===== config.mk =====
export PLATFORM = sky130hd
export DESIGN_NAME = json_string_unescape_flat
export DESIGN_NICKNAME = d
export VERILOG_FILES = /design/src/rtl/core/jsu_pkg.sv /design/src/rtl/core/jsu_in_if.sv /design/src/rtl/core/jsu_out_if.sv /design/src/rtl/core/jsu_decode.sv /design/src/rtl/core/jsu_serialize.sv /design/src/rtl/core/json_string_unescape.sv /design/src/flat_wrapper.sv
export SDC_FILE = /design/constraint.sdc
export NUM_CORES = 1
export LEC_CHECK = 0
export ABC_AREA = 1
export BUFFER_PORTS_ARGS = -buffer_cell sky130_fd_sc_hd__buf_4
export CAP_MARGIN = 20
export CORE_MARGIN = 4
export CORE_UTILIZATION = 60
export CTS_BUF_LIST = sky130_fd_sc_hd__clkbuf_8
export CTS_CLUSTER_SIZE = 16
export DETAILED_ROUTE_END_ITERATION = 8
export GPL_ROUTABILITY_DRIVEN = 0
export GPL_TIMING_DRIVEN = 0
export PLACE_DENSITY = 0.83
export SYNTH_ARGS = -nofsm -noshare
export SYNTH_HDL_FRONTEND = slang
export SYNTH_HIERARCHICAL = 1
export SYNTH_SLANG_ARGS = --single-unit

===== constraint.sdc =====
create_clock -name clk -period 3.6 [get_ports clk]
set_clock_uncertainty 0.2 [all_clocks]
set_input_delay 0.72 -clock clk [delete_from_list [all_inputs] [get_ports clk]]
set_output_delay 0.72 -clock clk [all_outputs]
set_load 0.05 [all_outputs]

===== src/rtl/core/jsu_pkg.sv =====
// Shared types, character codes and helpers for the JSON string unescaper.
package jsu_pkg;

    localparam int ResultsMax = 4;
    localparam int HeldDepth  = 3;

    localparam logic [7:0] CHAR_QUOTE     = 8'h22;
    localparam logic [7:0] CHAR_BACKSLASH = 8'h5C;
    localparam logic [7:0] CHAR_LOW_N     = 8'h6E;
    localparam logic [7:0] CHAR_LOW_T     = 8'h74;
    localparam logic [7:0] CHAR_LOW_R     = 8'h72;
    localparam logic [7:0] CHAR_LOW_B     = 8'h62;
    localparam logic [7:0] CHAR_LOW_F     = 8'h66;
    localparam logic [7:0] CHAR_LOW_U     = 8'h75;

    localparam logic [7:0] CODE_LF = 8'h0A;
    localparam logic [7:0] CODE_HT = 8'h09;
    localparam logic [7:0] CODE_CR = 8'h0D;
    localparam logic [7:0] CODE_BS = 8'h08;
    localparam logic [7:0] CODE_FF = 8'h0C;

    localparam logic [15:0] UTF8_ONE_LIMIT = 16'h0080;
    localparam logic [15:0] UTF8_TWO_LIMIT = 16'h0800;
    localparam logic [7:0]  UTF8_LEAD2     = 8'hC0;
    localparam logic [7:0]  UTF8_LEAD3     = 8'hE0;
    localparam logic [7:0]  UTF8_CONT      = 8'h80;
    localparam logic [5:0]  UTF8_CONT_MASK = 6'h3F;

    typedef enum logic [1:0] {
        MODE_IDLE,
        MODE_STR,
        MODE_ESC,
        MODE_HEX
    } mode_t;

    typedef struct packed {
        logic [7:0] out_byte;
        logic       byte_valid;
        logic       end_of_string;
    } result_t;

    typedef struct packed {
        result_t [ResultsMax-1:0] res;
        logic [2:0]               cnt;
    } bundle_t;

    // {is_hex, value}
    function automatic logic [4:0] hex_decode(input logic [7:0] c);
        logic [4:0] r;
        r = '0;
        if (c >= 8'h30 && c <= 8'h39) begin
            r = {1'b1, c[3:0]};
        end
        else if ((c >= 8'h61 && c <= 8'h66) || (c >= 8'h41 && c <= 8'h46)) begin
            r = {1'b1, c[3:0] + 4'd9};
        end
        return r;
    endfunction

endpackage


===== src/rtl/core/jsu_in_if.sv =====
// Input channel: one text byte per transfer.
interface jsu_in_if;
    logic       valid;
    logic       ready;
    logic [7:0] in_byte;
    logic       first_byte;

    modport source (output valid, output in_byte, output first_byte, input ready);
    modport sink   (input valid, input in_byte, input first_byte, output ready);
endinterface


===== src/rtl/core/jsu_out_if.sv =====
// Output channel: one decoded result per transfer.
interface jsu_out_if;
    logic       valid;
    logic       ready;
    logic [7:0] out_byte;
    logic       byte_valid;
    logic       end_of_string;
    logic       last;

    modport source (output valid, output out_byte, output byte_valid,
                    output end_of_string, output last, input ready);
    modport sink   (input valid, input out_byte, input byte_valid,
                    input end_of_string, input last, output ready);
endinterface


===== src/rtl/core/jsu_decode.sv =====
// Parser state and per-byte decode into a bundle of up to four results.
module jsu_decode (
    input  logic            clk,
    input  logic            rst_n,
    input  logic            accept,
    input  logic [7:0]      in_byte,
    input  logic            first_byte,
    output jsu_pkg::bundle_t bundle
);
    import jsu_pkg::*;

    mode_t       mode_reg, mode_next;
    logic [1:0]  hc_reg, hc_next;
    logic [11:0] cp_reg, cp_next;
    logic [7:0]  held_reg [HeldDepth];
    logic        held_we;
    logic        str_take;
    logic [4:0]  hex;
    logic [15:0] cp_full;

    assign hex     = hex_decode(in_byte);
    assign cp_full = {cp_reg, hex[3:0]};

    always_comb
    begin
        mode_next = mode_reg;
        hc_next   = hc_reg;
        cp_next   = cp_reg;
        held_we   = 1'b0;
        str_take  = 1'b0;
        bundle    = '0;

        if (first_byte)
        begin
            hc_next = '0;
            cp_next = '0;
            if (in_byte == CHAR_QUOTE)
            begin
                mode_next = MODE_STR;
            end
            else
            begin
                mode_next = MODE_IDLE;
                bundle.res[0] = '{out_byte: 8'h00, byte_valid: 1'b0, end_of_string: 1'b1};
                bundle.cnt = 3'd1;
            end
        end
        else
        begin
            unique case (mode_reg)
                MODE_IDLE: ;
                MODE_STR:  str_take = 1'b1;
                MODE_ESC:
                begin
                    mode_next = MODE_STR;
                    bundle.cnt = 3'd1;
                    bundle.res[0] = '{out_byte: in_byte, byte_valid: 1'b1, end_of_string: 1'b0};
                    unique case (in_byte)
                        CHAR_LOW_N: bundle.res[0].out_byte = CODE_LF;
                        CHAR_LOW_T: bundle.res[0].out_byte = CODE_HT;
                        CHAR_LOW_R: bundle.res[0].out_byte = CODE_CR;
                        CHAR_LOW_B: bundle.res[0].out_byte = CODE_BS;
                        CHAR_LOW_F: bundle.res[0].out_byte = CODE_FF;
                        CHAR_LOW_U:
                        begin
                            mode_next  = MODE_HEX;
                            hc_next    = '0;
                            cp_next    = '0;
                            bundle     = '0;
                        end
                        default: ;
                    endcase
                end
                MODE_HEX:
                begin
                    if (hex[4])
                    begin
                        if (hc_reg == 2'd3)
                        begin
                            // fourth digit: emit the UTF-8 form of the code point
                            hc_next   = '0;
                            cp_next   = '0;
                            mode_next = MODE_STR;
                            if (cp_full < UTF8_ONE_LIMIT)
                            begin
                                bundle.res[0] = '{cp_full[7:0], 1'b1, 1'b0};
                                bundle.cnt = 3'd1;
                            end
                            else if (cp_full < UTF8_TWO_LIMIT)
                            begin
                                bundle.res[0] = '{UTF8_LEAD2 | {3'b000, cp_full[10:6]}, 1'b1, 1'b0};
                                bundle.res[1] = '{UTF8_CONT | {2'b00, cp_full[5:0] & UTF8_CONT_MASK},
                                                  1'b1, 1'b0};
                                bundle.cnt = 3'd2;
                            end
                            else
                            begin
                                bundle.res[0] = '{UTF8_LEAD3 | {4'h0, cp_full[15:12]}, 1'b1, 1'b0};
                                bundle.res[1] = '{UTF8_CONT | {2'b00, cp_full[11:6] & UTF8_CONT_MASK},
                                                  1'b1, 1'b0};
                                bundle.res[2] = '{UTF8_CONT | {2'b00, cp_full[5:0] & UTF8_CONT_MASK},
                                                  1'b1, 1'b0};
                                bundle.cnt = 3'd3;
                            end
                        end
                        else
                        begin
                            held_we = 1'b1;
                            hc_next = hc_reg + 2'd1;
                            cp_next = {cp_reg[7:0], hex[3:0]};
                        end
                    end
                    else
                    begin
                        // broken escape: replay the held digits, then treat byte as plain
                        for (int k = 0; k < HeldDepth; k++)
                        begin
                            if (2'(k) < hc_reg)
                            begin
                                bundle.res[k] = '{held_reg[k], 1'b1, 1'b0};
                            end
                        end
                        bundle.cnt = {1'b0, hc_reg};
                        hc_next    = '0;
                        cp_next    = '0;
                        mode_next  = MODE_STR;
                        str_take   = 1'b1;
                    end
                end
            endcase
        end

        if (str_take)
        begin
            if (in_byte == CHAR_QUOTE)
            begin
                bundle.res[bundle.cnt[1:0]] = '{8'h00, 1'b0, 1'b1};
                bundle.cnt = bundle.cnt + 3'd1;
                mode_next  = MODE_IDLE;
            end
            else if (in_byte == CHAR_BACKSLASH)
            begin
                mode_next = MODE_ESC;
            end
            else
            begin
                bundle.res[bundle.cnt[1:0]] = '{in_byte, 1'b1, 1'b0};
                bundle.cnt = bundle.cnt + 3'd1;
            end
        end
    end

    always_ff @(posedge clk or negedge rst_n)
    begin
        if (!rst_n)
        begin
            mode_reg <= MODE_IDLE;
            hc_reg   <= '0;
            cp_reg   <= '0;
        end
        else if (accept)
        begin
            mode_reg <= mode_next;
            hc_reg   <= hc_next;
            cp_reg   <= cp_next;
        end
    end

    // held digits: no reset, read only after written
    always_ff @(posedge clk)
    begin
        if (accept && held_we)
        begin
            held_reg[hc_reg] <= in_byte;
        end
    end

endmodule


===== src/rtl/core/jsu_serialize.sv =====
// Result register: holds one bundle and hands it out one result per transfer.
module jsu_serialize (
    input  logic             clk,
    input  logic             rst_n,
    input  logic             in_valid,
    output logic             in_ready,
    input  jsu_pkg::bundle_t bundle,
    output logic             out_valid,
    input  logic             out_ready,
    output jsu_pkg::result_t out_res,
    output logic             out_last
);
    import jsu_pkg::*;

    result_t [ResultsMax-1:0] res_reg;
    logic [2:0]               rem_reg;
    logic [1:0]               idx_reg;
    logic                     xfer;
    logic                     load;

    assign out_valid = (rem_reg != 3'd0);
    assign out_res   = res_reg[idx_reg];
    assign out_last  = (rem_reg == 3'd1);
    assign xfer      = out_valid && out_ready;
    assign in_ready  = !out_valid || (xfer && out_last);
    assign load      = in_valid && in_ready && (bundle.cnt != 3'd0);

    always_ff @(posedge clk or negedge rst_n)
    begin
        if (!rst_n)
        begin
            rem_reg <= '0;
            idx_reg <= '0;
        end
        else if (load)
        begin
            rem_reg <= bundle.cnt;
            idx_reg <= '0;
        end
        else if (xfer)
        begin
            rem_reg <= rem_reg - 3'd1;
            idx_reg <= idx_reg + 2'd1;
        end
    end

    always_ff @(posedge clk)
    begin
        if (load)
        begin
            res_reg <= bundle.res;
        end
    end

endmodule


===== src/rtl/core/json_string_unescape.sv =====
// The first result of a byte is offered in the cycle after its transfer in.
// Throughput: one byte per cycle while each gives at most one result and the output
//   is ready; a byte that gives several results (UTF-8 sequence, digit replay) holds
//   the input until the single result port has drained them from the result register.
// Reset (rst_n low, async): parser idle, result register empty; no clearing pass.
// Top level: JSON string unescaper with \uXXXX to UTF-8 conversion.
module json_string_unescape (
    input  logic      clk,
    input  logic      rst_n,
    jsu_in_if.sink    in_ch,
    jsu_out_if.source out_ch
);
    import jsu_pkg::*;

    bundle_t bundle;
    result_t out_res;
    logic    accept;
    logic    in_ready;

    // a transfer in updates the parser state and loads the result register if the byte gives results
    assign accept      = in_ch.valid && in_ready;
    assign in_ch.ready = in_ready;

    // decode: state registers plus combinational byte handling
    jsu_decode u_decode (
        .clk        (clk),
        .rst_n      (rst_n),
        .accept     (accept),
        .in_byte    (in_ch.in_byte),
        .first_byte (in_ch.first_byte),
        .bundle     (bundle)
    );

    // result register; a fresh bundle loads as the last result of the old one leaves
    jsu_serialize u_serialize (
        .clk       (clk),
        .rst_n     (rst_n),
        .in_valid  (in_ch.valid),
        .in_ready  (in_ready),
        .bundle    (bundle),
        .out_valid (out_ch.valid),
        .out_ready (out_ch.ready),
        .out_res   (out_res),
        .out_last  (out_ch.last)
    );

    assign out_ch.out_byte      = out_res.out_byte;
    assign out_ch.byte_valid    = out_res.byte_valid;
    assign out_ch.end_of_string = out_res.end_of_string;

endmodule


===== src/flat_wrapper.sv =====
// flat-port wrapper written by rule: the top's interface ports become plain ports
module json_string_unescape_flat import jsu_pkg::*;
  (clk, rst_n, in_ch_valid, in_ch_in_byte, in_ch_first_byte, in_ch_ready, out_ch_valid, out_ch_out_byte, out_ch_byte_valid, out_ch_end_of_string, out_ch_last, out_ch_ready);
  jsu_in_if in_ch_i ();
  jsu_out_if out_ch_i ();
  input  logic clk;
  input  logic rst_n;
  input wire logic [$bits(in_ch_i.valid)-1:0] in_ch_valid;
  input wire logic [$bits(in_ch_i.in_byte)-1:0] in_ch_in_byte;
  input wire logic [$bits(in_ch_i.first_byte)-1:0] in_ch_first_byte;
  output wire logic [$bits(in_ch_i.ready)-1:0] in_ch_ready;
  output wire logic [$bits(out_ch_i.valid)-1:0] out_ch_valid;
  output wire logic [$bits(out_ch_i.out_byte)-1:0] out_ch_out_byte;
  output wire logic [$bits(out_ch_i.byte_valid)-1:0] out_ch_byte_valid;
  output wire logic [$bits(out_ch_i.end_of_string)-1:0] out_ch_end_of_string;
  output wire logic [$bits(out_ch_i.last)-1:0] out_ch_last;
  input wire logic [$bits(out_ch_i.ready)-1:0] out_ch_ready;
  assign in_ch_i.valid = in_ch_valid;
  assign in_ch_i.in_byte = in_ch_in_byte;
  assign in_ch_i.first_byte = in_ch_first_byte;
  assign in_ch_ready = in_ch_i.ready;
  assign out_ch_valid = out_ch_i.valid;
  assign out_ch_out_byte = out_ch_i.out_byte;
  assign out_ch_byte_valid = out_ch_i.byte_valid;
  assign out_ch_end_of_string = out_ch_i.end_of_string;
  assign out_ch_last = out_ch_i.last;
  assign out_ch_i.ready = out_ch_ready;
  json_string_unescape u_core (.clk(clk), .rst_n(rst_n), .in_ch(in_ch_i), .out_ch(out_ch_i));
endmodule

==> results of run 1 <==
[final cells by class]
| type | instances | area (um2) |
|---|---|---|
| plain buffers | 20 | 124 |
| clock buffers | 9 | 124 |
| clock inverters | 7 | 75.1 |
| fillers | 655 | 2460 |
| inverters | 80 | 324 |
| multi-input cells | 448 | 2380 |
| flip-flops and latches | 85 | 2450 |
| well taps | 105 | 131 |
| repair buffers | 31 | 253 |
| repair inverters | 2 | 20.0 |
[through the flow]
stage	hold WS (ns)	util
floorplan	0.224	-
global placement	0.319	0.667
detailed placement	0.344	0.667
CTS	0.0358	0.699
global route	0.0494	0.705
finish	0.0364	0.705
[final timing paths]
check	startpoint	to	cells after the start	slack, ns
setup / recovery	in_ch_in_byte[0]	u_core/u_serialize/res_reg[3]$_DFFE_PP_	18	0.19
max in group asynchronous	rst_n	u_core/u_serialize/rem_reg[2]$_DFFE_PN0P_	1	2.94
hold reg to reg	u_core/u_decode/cp_reg[11]$_DFFE_PN0P_	u_core/u_decode/cp_reg[11]$_DFFE_PN0P_	2	0.35
setup reg to reg	u_core/u_decode/cp_reg[11]$_DFFE_PN0P_	u_core/u_serialize/res_reg[3]$_DFFE_PP_	17	0.41
min in group clk	u_core/u_decode/cp_reg[11]$_DFFE_PN0P_	u_core/u_decode/cp_reg[11]$_DFFE_PN0P_	2	0.35
hold / removal	rst_n	u_core/u_decode/cp_reg[7]$_DFFE_PN0P_	1	0.04
[routing by layer]
metal	track usage	routed length [um]	part of all wire	vias up
met2	0.440	6280	0.46	285
met4	0.140	745	0.055	0
met3	0.0406	1330	0.098	71
li1	-	-	-	2218
met1	0.354	5160	0.38	2141
met5	0	0	0	-
[kinds of logic after synthesis]
| family | share of synthesized area |
|---|---|
| and+or+nand+nor | 0.276 |
| AOI/OAI and AO/OA | 0.128 |
| buffers and inverters | 0.0827 |
| DFF | 0.468 |
| adders and majority gates | 0.0406 |
| xor gates and xnor gates | 0.00502 |
[worst max-delay path, cell delays in order]
cell and delay [ns]:
buf_6 0.13, clkinvlp_4 0.11, buf_4 0.17, ha_1 0.21
nand2_1 0.10, nor3b_4 0.39, nor2_1 0.10, inv_1 0.13
nand2_2 0.09, inv_1 0.11, ha_1 0.17, inv_1 0.06
nor2_1 0.17, inv_1 0.12, nor2_4 0.18, inv_1 0.10
o21ai_0 0.17, a21oi_1 0.07
[power breakdown]
part,switching [W],total (W),internal [W]
sequential,0.0000991,0.00131,0.00121
combinational,0.00132,0.00187,0.000546
clock,0.000342,0.000664,0.000323
total,0.00176,0.00385,0.00208
[placed cells by master, fill, tap and decap left out, drive strengths merged, types with 16 or more instances in the layout]
master / netlist / final
edfxtp: 64 / 64
nor2: 79 / 79
o21ai: 58 / 58
clkbuf: 7 / 16
dfrtp: 21 / 21
buf: 14 / 44
a21oi: 27 / 27
nand2: 150 / 150
o22ai: 22 / 22
ha: 17 / 17
nand3: 60 / 60
inv: 79 / 81
[timing repair]
action                     CTS  global route
setup endpoints to repair   56            60
buffers inserted             4             2
gates cloned                 2             0
resized for setup            6             9
pin swaps                    2             2
==> summary.txt, run 1 <==
Yosys
  – Distinct cell type count after synthesis: between 40 and 50
  – YS warnings: 6
  – Mapped Area: about 5200 um2
  – Fraction of registers with async set/reset: 0.247
  – Top_reg_cell synth: edfxtp_1
  – Syn nets: 664
  – Most numerous cell in the Yosys netlist: nand2_1
  – Main area contributors after synthesis: edfxtp_1 (37%), nand2_1 (10%), dfrtp_1 (10%)
  – Yosys top cell area share: 0.367
  – Part of the Yosys area used for sequential elements: 0.468
  – Number of synthesized flops with an enable pin: 64
  – Mapped Cells: ~630
  – Cell taking the most area after synthesis: edfxtp_1
  – Mean Syn Cell Area: approximately 8.3 um2
  – Post-synth top cells: nand2_1 (143), inv_1 (71), nor2_1 (70)
  – Synth Register Bits: 85

Timing
  – RSZ-0062 raised after global routing: false
  – F_max: approximately 0.3 GHz
  – Slew Viols, Final: 0
  – Crit share post-route: 0.947
  – Sum of negative setup slack: 0 ns
  – Relative max-transition margin: 0.513
  – Final worst slack: 0.192 ns
  – Final hold viol count: 0
  – Setup Viol. Count Final: 0
  – Worst Max-Slew Pin Slew: 0.727 ns
  – Shortest period the worst path allows: 3.41 ns

Cells and area
  – Layout cells sized above 1: 0.152
  – Max reg flops: 40
  – ANT cells: 0
  – Final nets: between 700 and 800
  – Fin area: 5880 um2
  – Layout Cells excl Fill: slightly below 800
  – P&R area growth vs syn: 12.3%

Detailed routing
  – Drt via density: about 6
  – DRT Pass-1 Iters: 9
  – DR iter-0 viols: 700
  – Via count: approximately 4700
  – Residual DRC: 0
  – Post-DRT Antenna Nets: 0
  – Final WL: roughly 14000 um
  – Avg WL per Cell: around 17 um

Placed design
  – Post-DP Area: 5560 um2
  – DP Wirelength: 10100 um
  – Dpl ws: -0.668 ns
  – # port buffers: 25
  – Post-Place Cells: 764

Clocking
  – Root Buffer: clkbuf_8
  – Clk sinks: 85
  – Clk Latency, worst-skew pair: between 0.3 and 0.4 ns
  – Clock buffer count from CTS: 9
  – H-tree Lvls: 3
  – CTS max path bufs: 2
  – CTS tree: done
  – Clock slew at reported path FFs: approximately 0.090 ns
  – Hold Buf Count CTS: 0

Worst setup path
  – CP Max Fanout: 10
  – Worst setup EP type: flip-flop
  – Arrival time at the worst endpoint: 3.31 ns
  – CP Class: input port to flip-flop
  – Startpoint Class: input port
  – WP data required: 3.51 ns

Global route
  – First-pass GRT wire length: about 22000 um
  – GRT Overall Usage: 0.271
  – Largest net degree at the start of global routing: 23
  – Vias in the first global route: 4417
  – Gr ovfl total: 0
  – Initial antenna violation count: 0

Pwr
  – Leakage: around 2.5 nW
  – Total power: a little under 0.004 W
  – Peak supply drop: between 0.3 and 0.4 mV
  – P per Cell Area: 655 nW/um2

Run
  – Max Cap Violations: 0

Run status
  – Status: finished clean

Floorplan
  – Core Rows: 33
  – Core area: roughly 8300 um2
  – Die height: ~100 um
  – DIE AREA: slightly above 10000 um2
  – # IOs: 26
  – Initial Utilization: 0.627
  – Die Wd: between 100 and 150 um

Hold path
  – Hold Path Class: input port to async pin
(Power assumes the default switching activity.)
==> run 2, diff against run 1 <==
==> constraint.sdc (replaced) <==
create_clock -name clk -period 4 [get_ports clk]
set_clock_uncertainty 0.2 [all_clocks]
set_input_delay 0.8 -clock clk [delete_from_list [all_inputs] [get_ports clk]]
set_output_delay 0.8 -clock clk [all_outputs]
set_load 0.05 [all_outputs]
==> run 2 against run 1 <==
Net effect: sequential power decreased by 9.9%; hold slack improved by 0.080 ns; final area decreased by 0.70%; sequential cell count unchanged; clock power decreased by 2%; critical endpoint is now u_core/u_serialize/res_reg[13]$_DFFE_PP_.
==> summary.txt, run 2 (synthesized netlist as in run 1, its figures left out) <==
Cells and area
  – Commonest non-fill, non-tap cell in the layout: nand2_1 (unchanged)
  – Final nets: 703 (was 707)
  – Storage cell area: 2450 um2 (unchanged)
  – Layout cells sized above 1: 0.139 (was 0.152)
  – Fin area: 5840 um2 (was 5880 um2)
  – FILL cells: 655 (unchanged)
  – Area of the multi-input gates: 2360 um2 (was 2380 um2)
  – Most frequent cells in the layout: nand2_1 (143), inv_1 (73), nor2_1 (69) (was nand2_1 (142), inv_1 (69), nor2_1 (69))
  – Max reg flops: 40 (unchanged)
  – P&R area growth vs syn: 11.5% (was 12.3%)
  – ANT cells: 0 (unchanged)

Clocking
  – Clock buffer count from CTS: 9 (unchanged)
  – Clock slew at reported path FFs: 0.09 ns (about the same)
  – Clk sinks: 85 (unchanged)
  – CTS tree: done (unchanged)
  – Root Buffer: clkbuf_8 (unchanged)
  – Clk Latency, worst-skew pair: 0.35 ns (about the same)
  – H-tree Lvls: 3 (unchanged)
  – CTS max path bufs: 2 (unchanged)

Floorplan
  – DIE AREA: 10300 um2 (unchanged)
  – Die Wd: 101 um (unchanged)
  – Die height: 101 um (unchanged)
  – Core area: 8340 um2 (unchanged)
  – Initial Utilization: 0.627 (unchanged)
  – # IOs: 26 (unchanged)
  – Core Rows: 33 (unchanged)

Hold path
  – Hold Path Class: input port to async pin (unchanged)

Worst setup path
  – Startpoint Class: input port (unchanged)
  – Arrival time at the worst endpoint: 3.75 ns (was 3.31 ns)
  – WP data required: 3.90 ns (was 3.51 ns)
  – CP Max Fanout: 11 (was 10)
  – Worst setup EP type: flip-flop (unchanged)
  – CP Class: input port to flip-flop (unchanged)

Global route
  – Vias in the first global route: 4477 (was 4417)
  – GRT Overall Usage: 0.269 (was 0.271)
  – Initial antenna violation count: 0 (unchanged)
  – Gr ovfl total: 0 (unchanged)
  – Largest net degree at the start of global routing: 44 (was 23)
  – First-pass GRT wire length: 21500 um (was 21700 um)

Timing
  – Relative max-transition margin: 0.505 (was 0.513)
  – RSZ-0062 raised after global routing: true (was false)
  – Slew Viols, Final: 0 (unchanged)
  – Crit share post-route: 0.962
  – F_max: between 0.2 and 0.3 GHz
  – Setup Viol. Count Final: 0 (unchanged)
  – Final worst slack: 0.151 ns (was 0.192 ns)
  – Shortest period the worst path allows: approximately 3.8 ns
  – Final hold viol count: 0 (unchanged)
  – Worst Max-Slew Pin Slew: 0.740 ns (was 0.727 ns)

Detailed routing
  – Drt via density: 6.11 (was 5.99)
  – Post-DRT Antenna Nets: 0 (unchanged)
  – DR iter-0 viols: 576 (was 700)
  – Residual DRC: 0 (unchanged)
  – Via count: 4781 (was 4715)
  – Avg WL per Cell: 17.5 um (was 17.2 um)
  – Final WL: 13700 um (was 13500 um)
  – DRT Pass-1 Iters: 7 (was 9)

Run
  – Max Cap Violations: 0 (unchanged)

Pwr
  – P per Cell Area: 603 nW/um2 (was 655 nW/um2)
  – Total power: 0.00352 W (was 0.00385 W)
  – Leakage: 2.49 nW (was 2.50 nW)
  – Peak supply drop: 0.324 mV (was 0.352 mV)

Run status
  – Status: finished clean (unchanged)

Placed design
  – Dpl ws: -0.730 ns (was -0.668 ns)
  – Post-DP Area: 5550 um2 (was 5560 um2)
  – DP Wirelength: 9980 um (was 10100 um)
  – # port buffers: 25 (unchanged)
run 2: cell types whose count changed in the layout (fill, tap and decap cells not counted), sizes merged:
| cell | before | now |
|---|---|---|
| clkinv | 4 | 3 |
| bufinv | 1 | 2 |
| buf | 44 | 39 |
| clkinvlp | 3 | 2 |
| inv | 81 | 83 |
run 2: final timing paths:
kind	from	end	slack, ns	cells past startpoint
setup / recovery	in_ch_in_byte[0]	u_core/u_serialize/res_reg[13]$_DFFE_PP_	0.15	18
hold / removal	rst_n	u_core/u_decode/mode_reg[0]$_DFFE_PN0P_	0.12	1
setup reg to reg	u_core/u_decode/hc_reg[0]$_DFFE_PN0P_	u_core/u_serialize/res_reg[8]$_DFFE_PP_	0.72	17
hold reg to reg	u_core/u_decode/cp_reg[11]$_DFFE_PN0P_	u_core/u_decode/cp_reg[11]$_DFFE_PN0P_	0.35	2
max in group asynchronous	rst_n	u_core/u_decode/cp_reg[2]$_DFFE_PN0P_	3.27	1
min in group clk	u_core/u_decode/cp_reg[11]$_DFFE_PN0P_	u_core/u_decode/cp_reg[11]$_DFFE_PN0P_	0.35	2
run 2: per-layer routing:
metal  vias up  GRT usage  share of wire
met3        72     0.0551          0.098
li1       2207          -              -
met2       307      0.431           0.47
met5         -          0              0
met1      2195      0.345           0.38
met4         0      0.144          0.051
run 2: worst max-delay path, stage by stage:
cell	delay [ns]
buf_4	0.16
inv_1	0.23
ha_1	0.28
nand3b_1	0.22
nand3_4	0.14
nand2_4	0.14
buf_6	0.16
nor2_2	0.06
nor3_4	0.31
inv_1	0.15
ha_1	0.31
nand2_1	0.08
o21ai_1	0.09
nor2_1	0.15
nand2_1	0.11
nand3_4	0.09
buf_12	0.17
clkinv_8	0.10
run 2: where the power goes:
group / internal (W) / switching [W] / total (W)
registers: 0.00109 / 0.0000854 / 0.00118
clock network: 0.000349 / 0.000304 / 0.000654
logic: 0.000487 / 0.00120 / 0.00169
run 2: timing repair:
action                                  4_1_cts  5_1_grt
hold buffers                                  0        0
endpoints found under the setup margin       43       54
pin swaps                                     0        1
resized for setup                             3        5
setup buffers                                 0        1
cloned                                        0        3
run 2: layout make-up:
type | count | area share
multi-input cells | 448 | 0.404
well taps | 105 | 0.0225
clock buffers | 9 | 0.0212
repair inverters | 3 | 0.00579
clock inverters | 7 | 0.0157
repair buffers | 26 | 0.0356
plain buffers | 20 | 0.0212
inverters | 80 | 0.0542
flip-flops and latches | 85 | 0.419
run 2: metrics by stage:
step / setup TNS (ns) / instances / utilization / hold slack, ns
after global routing: -0.00372 / 783 / 0.700 / 0.125
final: 0 / 783 / 0.700 / 0.117
after CTS: 0 / 780 / 0.692 / 0.115
after detailed placement: -32.36 / 764 / 0.666 / 0.322
after global placement: -26.82 / 764 / 0.666 / 0.320
after floorplan: 0 / 634 / - / 0.270
